### src/hdl/rplm_pkg.sv
`default_nettype none
// ----------------------------------------------------------------------------
// rplm_pkg
// Shared types and constants for the radio pipe lease manager.
// ----------------------------------------------------------------------------
package rplm_pkg;

  localparam int unsigned NUM_PIPES  = 6;
  localparam int unsigned PIPE_IDX_W = (NUM_PIPES > 1) ? $clog2(NUM_PIPES) : 1;
  // result fields only report the first six pipes
  localparam int unsigned OUT_PIPES  = (NUM_PIPES < 6) ? NUM_PIPES : 6;

  localparam logic [15:0] TIMEOUT_RESET = 16'd1000;

  localparam logic [1:0] OP_SWEEP  = 2'd0;
  localparam logic [1:0] OP_STATUS = 2'd1;
  localparam logic [1:0] OP_LEASE  = 2'd2;

  typedef enum logic [1:0] {
    MODE_FREE  = 2'd0,
    MODE_USED  = 2'd1,
    MODE_RESET = 2'd2
  } mode_t;

  typedef struct packed {
    mode_t       mode;
    logic [31:0] last_heard;
    logic        ack;
  } pipe_state_t;

  typedef struct packed {
    logic step;
    logic lease_hit;
    logic status_hit;
    logic err_hit;
  } pipe_ctrl_t;

endpackage : rplm_pkg
`default_nettype wire

### src/hdl/rplm_pipe_update.sv
`default_nettype none
// ----------------------------------------------------------------------------
// rplm_pipe_update
// Next-state logic of one pipe: lease or status refresh, then timeout sweep.
// ----------------------------------------------------------------------------
module rplm_pipe_update
  import rplm_pkg::*;
(
  input  wire pipe_ctrl_t  ctrl,
  input  wire pipe_state_t cur,
  input  wire logic [31:0] now_ms,
  input  wire logic [15:0] timeout_ms,
  output pipe_state_t      nxt
);

  mode_t       mode1;
  logic [31:0] heard1;
  logic [31:0] gap;
  logic        silent;

  always_comb begin
    mode1  = ctrl.lease_hit ? MODE_USED : cur.mode;
    heard1 = (ctrl.lease_hit || ctrl.status_hit) ? now_ms : cur.last_heard;
    // wraps modulo 2^32
    gap    = now_ms - heard1;
    silent = gap > {16'd0, timeout_ms};
  end

  always_comb begin
    nxt = cur;
    if (ctrl.step) begin
      nxt.mode       = mode1;
      nxt.last_heard = heard1;
      if (mode1 == MODE_RESET && silent) begin
        nxt.mode = MODE_FREE;
        nxt.ack  = 1'b1;
      end
      // the error pipe may be freed above and sent straight back to resetting
      if (ctrl.err_hit || (nxt.mode == MODE_USED && silent)) begin
        nxt.mode = MODE_RESET;
        nxt.ack  = 1'b0;
      end
    end
  end

endmodule : rplm_pipe_update
`default_nettype wire

### src/hdl/radio_pipe_lease_manager_core.sv
`default_nettype none
// ----------------------------------------------------------------------------
// radio_pipe_lease_manager_core
// Lease table of radio receive pipes with status refresh and silence sweep.
// ----------------------------------------------------------------------------
// path: input register, then one pass of pipe logic into the result register;
//   the result strobe rises with the result register
// throughput: one item per cycle; busy stays low, the table updates in the
//   same edge that registers the result
// reset: all pipes free, acknowledge on, timestamps zero, timeout 1000 ms;
//   reply addresses hold nothing until a lease writes them
module radio_pipe_lease_manager_core
  import rplm_pkg::*;
(
  input  wire logic        clk,
  input  wire logic        rst_n,
  input  wire logic        start,
  output logic             busy,
  input  wire logic [1:0]  in_opcode,
  input  wire logic [31:0] in_now_ms,
  input  wire logic [2:0]  in_pipe_index,
  input  wire logic [39:0] in_requester_addr,
  input  wire logic        cfg_wr_en,
  input  wire logic [15:0] cfg_wr_data,
  output logic             out_valid,
  output logic [5:0]       out_ack_mask,
  output logic             out_lease_granted,
  output logic             out_lease_full,
  output logic [2:0]       out_lease_pipe,
  output logic             out_status_accepted,
  output logic             out_status_rejected,
  output logic [11:0]      out_state_bits,
  output logic [39:0]      out_granted_reply_addr
);

  logic        in_vld_r;
  logic [1:0]  op_r;
  logic [31:0] now_r;
  logic [2:0]  idx_r;
  logic [39:0] req_r;
  logic [15:0] timeout_r;

  pipe_state_t st_r    [NUM_PIPES];
  pipe_state_t st_nxt  [NUM_PIPES];
  pipe_ctrl_t  ctrl    [NUM_PIPES];
  logic [39:0] reply_addr_r [NUM_PIPES];

  logic                  free_found;
  logic [PIPE_IDX_W-1:0] free_idx;
  logic [PIPE_IDX_W-1:0] idx_sel;
  logic                  idx_ok;
  logic                  is_lease;
  logic                  is_status;
  logic                  status_used;
  logic                  grant;

  logic        out_valid_r;
  logic [5:0]  ack_nxt,   ack_r;
  logic [11:0] modes_nxt, modes_r;
  logic [39:0] addr_nxt,  addr_r;
  logic        granted_r, full_r, accepted_r, rejected_r;
  logic [2:0]  lease_pipe_nxt, lease_pipe_r;

  assign busy = 1'b0;

  // first free pipe, lowest index wins
  always_comb begin
    free_found = 1'b0;
    free_idx   = '0;
    for (int p = 0; p < NUM_PIPES; p++) begin
      if (!free_found && st_r[p].mode == MODE_FREE) begin
        free_found = 1'b1;
        free_idx   = PIPE_IDX_W'(p);
      end
    end
  end

  always_comb begin
    idx_ok      = 32'(idx_r) < NUM_PIPES;
    idx_sel     = PIPE_IDX_W'(idx_r);
    is_lease    = in_vld_r && op_r == OP_LEASE;
    is_status   = in_vld_r && op_r == OP_STATUS && idx_ok;
    status_used = idx_ok && st_r[idx_sel].mode == MODE_USED;
    grant       = is_lease && free_found;
  end

  always_comb begin
    for (int p = 0; p < NUM_PIPES; p++) begin
      ctrl[p].step       = in_vld_r;
      ctrl[p].lease_hit  = grant && free_idx == PIPE_IDX_W'(p);
      ctrl[p].status_hit = is_status && status_used && idx_sel == PIPE_IDX_W'(p);
      ctrl[p].err_hit    = is_status && !status_used && idx_sel == PIPE_IDX_W'(p);
    end
  end

  for (genvar g = 0; g < NUM_PIPES; g++) begin : g_pipe
    rplm_pipe_update u_pipe (
      .ctrl       (ctrl[g]),
      .cur        (st_r[g]),
      .now_ms     (now_r),
      .timeout_ms (timeout_r),
      .nxt        (st_nxt[g])
    );
  end

  always_comb begin
    ack_nxt   = '0;
    modes_nxt = '0;
    for (int p = 0; p < OUT_PIPES; p++) begin
      ack_nxt[p]           = st_nxt[p].ack;
      modes_nxt[2*p +: 2]  = st_nxt[p].mode;
    end
    if (grant) begin
      addr_nxt = req_r;
    end else if (is_status) begin
      addr_nxt = reply_addr_r[idx_sel];
    end else begin
      addr_nxt = '0;
    end
    lease_pipe_nxt = grant ? 3'(free_idx) : 3'd0;
  end

  // control state
  always_ff @(posedge clk) begin
    if (!rst_n) begin
      in_vld_r    <= 1'b0;
      out_valid_r <= 1'b0;
      timeout_r   <= TIMEOUT_RESET;
      for (int p = 0; p < NUM_PIPES; p++) begin
        st_r[p].mode       <= MODE_FREE;
        st_r[p].last_heard <= '0;
        st_r[p].ack        <= 1'b1;
      end
    end else begin
      in_vld_r    <= start && !busy;
      out_valid_r <= in_vld_r;
      if (cfg_wr_en) begin
        timeout_r <= cfg_wr_data;
      end
      for (int p = 0; p < NUM_PIPES; p++) begin
        st_r[p] <= st_nxt[p];
      end
    end
  end

  // payload: input transfer register, reply addresses and result register
  always_ff @(posedge clk) begin
    if (start && !busy) begin
      op_r  <= in_opcode;
      now_r <= in_now_ms;
      idx_r <= in_pipe_index;
      req_r <= in_requester_addr;
    end
    if (grant) begin
      reply_addr_r[free_idx] <= req_r;
    end
    if (in_vld_r) begin
      ack_r        <= ack_nxt;
      modes_r      <= modes_nxt;
      addr_r       <= addr_nxt;
      granted_r    <= grant;
      full_r       <= is_lease && !free_found;
      lease_pipe_r <= lease_pipe_nxt;
      accepted_r   <= is_status && status_used;
      rejected_r   <= is_status && !status_used;
    end
  end

  assign out_valid              = out_valid_r;
  assign out_ack_mask           = ack_r;
  assign out_lease_granted      = granted_r;
  assign out_lease_full         = full_r;
  assign out_lease_pipe         = lease_pipe_r;
  assign out_status_accepted    = accepted_r;
  assign out_status_rejected    = rejected_r;
  assign out_state_bits         = modes_r;
  assign out_granted_reply_addr = addr_r;

endmodule : radio_pipe_lease_manager_core
`default_nettype wire

### config.mk
export PLATFORM = sky130hd
export DESIGN_NAME = radio_pipe_lease_manager_core
export DESIGN_NICKNAME = d
export VERILOG_FILES = /design/src/hdl/rplm_pkg.sv /design/src/hdl/rplm_pipe_update.sv /design/src/hdl/radio_pipe_lease_manager_core.sv
export SDC_FILE = /design/constraint.sdc
export NUM_CORES = 1
export LEC_CHECK = 0
export BUFFER_PORTS_ARGS = -buffer_cell sky130_fd_sc_hd__clkbuf_2
export CAP_MARGIN = 20
export CORE_AREA = 2 2 251 501
export DETAILED_ROUTE_END_ITERATION = 7
export DIE_AREA = 0 0 253 503
export HOLD_SLACK_MARGIN = 0.08
export PLACE_DENSITY = 0.42
export SLEW_MARGIN = 0
export SYNTH_ARGS = -nofsm -noshare
export SYNTH_HDL_FRONTEND = slang
export SYNTH_SLANG_ARGS = --single-unit
### constraint.sdc
create_clock -name clk -period 19.5 [get_ports clk]
set_clock_uncertainty 0.05 [all_clocks]
set_input_delay 1.95 -clock clk [delete_from_list [all_inputs] [get_ports clk]]
set_output_delay 1.95 -clock clk [all_outputs]
set_load 0.05 [all_outputs]
==> summary.md <==
| Metric | Value |
|---|---|
| Register Area | between 15,000 and 20,000 µm² |
| Post-synth EDFFs | around 380 |
| Top-count cell post-synth | nor2_1 |
| Synthesized-area fraction occupied by and/or/nand/nor cells | 15.4% |
| Starting Density | 29.8% |
| DRT antenna net count | 0 |
| Top_reg_cell synth | edfxtp_1 |
| Slew Limit Fails | 0 |
| Top-area cell type share of the netlist area | 31.1% |
| RSZ-0062 raised after global routing | no |
| Initial drt markers | 1,868 |
| CP required | about 20,000 ps |
| Post-DP HPWL | about 84,000 µm |
| Clock Tree Buf Depth | 3 |
| Synth Instances | 3,687 |
| Worst Max-Slew Pin Slew | 1130 ps |
| Hold_ws | 426 ps |
| PostCTS Resize Cnt | 0 |
| Synth top cells by count | 395 x nor2_1, 382 x edfxtp_1, 305 x nand2_1, 301 x a21oi_1, 267 x ha_1 |
| Post-route clock period utilization | 48.5% |
| Hold endpoint | st_r[2][32]$_SDFFE_PN0P_ |
| Setup-failing EPs final | 0 |
| TNS Setup | 0 ps |
| Post-CTS Setup Bufs | 0 |
| PD cells | 84.5 nW/µm² |
| # IOs | 164 |
| GR Overflow Total | 0 |
| DIE HEIGHT | 503 µm |
| Maximum number of pins on one net before global-route repair | 83 |
| Syn. warnings | 0 |
| Synthesized area per cell | about 10 µm² |
| Max Freq | approximately 0.11 GHz |
| Most used cell, CP | o21ai_0 |
| H-tree Lvls | 3 |
| Cts bufs inserted | 70 |
| Initial antenna violation count | 1 |
| Full die area | ~130,000 µm² |
| Slew HR | 25.0% |
| PortBufs | ~160 |
| Status | completed |
| Cell family with most CP delay | simple AND/OR/NAND/NOR gates |
| Mapped cell area | 36,900 µm² |
| Site Rows | 183 |
| Clk sink count | around 610 |
| Clock slew at reported path FFs | 70 ps |
| Worst skew pair latency | 680 ps |
| CTS root buffer | clkbuf_16 |
| Buf/Inv on CP | 2 |
| Worst R2R End | out_state_bits[7]$_DFFE_PP_ |
| Synth area leaders | edfxtp_1 31%, dfxtp_1 13%, ha_1 9.1% |
| DR vias/cell | 5.39 |
| CTS tree | yes |
| Worst vdd ir | 0.0000686 V |
| Reg2Reg Setup Slack | 10,040 ps |
| Hold path start | st_r[2][32]$_SDFFE_PN0P_ |
| Total track usage | 19.5% |
| First-pass GRT wire length | 186,000 µm |
| R2r worst-path depth | 27 |
| Post-synthesis adder-cell area fraction | 9.47% |
| HP Class | flip-flop to flip-flop |
| P_leak | 0.0160 µW |
| Final Hold Viols | 0 |
| Crit start category | flip-flop |
| Max incr delay on CP | 700 ps |
| Max Cap Viol | 0 |
| Wire length per cell | 23.0 µm |
| Worst Setup Path Type | flip-flop to flip-flop |
| # nets final | ~4,200 |
| Filler cell count | 12,532 |
| Distinct cell type count after synthesis | 105 |
| Post-synth net total | 4,057 |
| Hold Path Cell Cnt | 2 |
| Synth-to-layout area growth | 14.2% |
| TritonRoute pass-1 iters | 6 |
| Area of the multi-input gates | 19,800 µm² |
| Vias in the first global route | 28,964 |
| Final Critical Period | 9460 ps |
| Flops & latches, synth | between 600 and 700 |
| Arr. time, crit path | 9820 ps |
| Crit path setup slack, layout | about 10,000 ps |
| Chip width | 253 µm |
| Core area | 124,000 µm² |
| Layout cell share with drive strength beyond 1 | 11.6% |
| Synth Area in Compound Gates | 17.3% |
| Residual DRC count | 0 |
| Mux contribution to synthesized area | just under 9% |
| Worst Path Max Fanout | 55 |
| Synth area leader | edfxtp_1 |
| Crit path capture type | flip-flop |
| Post-Place Worst Slack | slightly above 10,000 ps |
| Worst path slowest cell | dfxtp_4 |
| Sequential area share after synthesis | 43.6% |
| Detailed-route via count | ~30,000 |
| Cells after DPL | 5,319 |
| Routability cong. | a little under 0.9 |
| Post-Layout Cell Count | 5,452 |
| Combinational family with the most area after synthesis | compound AO/OA/AOI/OAI gates |
| WL final | 125,000 µm |
| Post-CTS Hold Buffers | 0 |
| Asr flop ratio synth | 0% |
| Post-Synth XOR/XNOR Area | under 10% |
| FF-to-FF Start | in_vld_r$_SDFF_PN0_ |
[flip-flops by register name (all words and copies together), names as in the netlist, 6 cells and up, named ones only]
name / cells
reply_addr_r: 240
out_state_bits: 12
out_ack_mask: 6
req_r: 40
out_granted_reply_addr: 40
timeout_r: 16
now_r: 32
st_r: 210
[cell families after synthesis]
logic type	count (synthesis)
flip-flops	613
multiplexers	268
AO/OA/AOI/OAI	966
other	1
buffers and inverters	261
adder cells (fa/ha/maj)	276
XOR/XNOR	116
AND/OR/NAND/NOR	1186
[tightest hold or removal path, delay by kind of cell, from the launching register on]
family / cells / cell delay (ps)
AO/OA/AOI/OAI: 1 / 50
flip-flops: 1 / 320
AND/OR/NAND/NOR: 1 / 60
[placed cells by master (no fill, tap or decap), drive strengths merged, types with 57 or more instances in the layout]
cell type and count:
dfxtp 231, edfxtp 382, nor2 395, nand2b 72
xnor2 70, nand2 305, o21ai 170, ha 267
nor2b 57, mux2i 216, nand3 70, inv 98
a21oi 302, a21o 108, nor3 71, clkbuf 260
buf 66
[worst max-delay path by stage]
stage / start / to / slack, ps / cells past startpoint
detailed placement: in_vld_r$_SDFF_PN0_ / out_state_bits[7]$_DFFE_PP_ / 10090 / 27
global placement: in_vld_r$_SDFF_PN0_ / out_state_bits[6]$_DFFE_PP_ / 10200 / 27
finish: in_vld_r$_SDFF_PN0_ / out_state_bits[7]$_DFFE_PP_ / 10040 / 27
global route: in_vld_r$_SDFF_PN0_ / out_state_bits[7]$_DFFE_PP_ / 9420 / 26
CTS: in_vld_r$_SDFF_PN0_ / out_state_bits[7]$_DFFE_PP_ / 10030 / 27
floorplan: in_vld_r$_SDFF_PN0_ / out_state_bits[4]$_DFFE_PP_ / 7500 / 28
[final cells by class]
cell class                      count  area share, %
Timing Repair Buffer              228           3.11
Tap cell                         1572           4.67
Multi-Input combinational cell   2813           47.1
Clock inverter                     32           1.22
Clock buffer                       98           4.75
Sequential cell                   613           38.3
Inverter                           94          0.850
Antenna cell                        2         0.0119
[stage by stage]
step,utilization (%),power (µW),area (µm²)
2_1_floorplan,-,1920,36900
4_1_cts,34.0,3610,42100
3_5_place_dp,32.0,2140,39600
5_1_grt,34.0,3730,42100
6_report,34.0,3560,42100
3_3_place_gp,32.0,2140,39600
[routing by layer]
layer | up-vias | routed length, µm | GRT usage (%)
met2 | 718 | 57100 | 31.6
met3 | 155 | 5160 | 2.43
li1 | 14090 | - | -
met1 | 14433 | 59600 | 27.0
met4 | 0 | 3550 | 6.08
met5 | - | 0 | 0
[power breakdown]
part / total, µW / internal (µW) / switching (µW) / leakage, µW
clock: 1440 / 839 / 598 / 0.00121
sequential: 1440 / 1410 / 32.8 / 0.00544
combinational: 680 / 250 / 430 / 0.00931
Note: power is estimated with default switching activity, not from simulation.
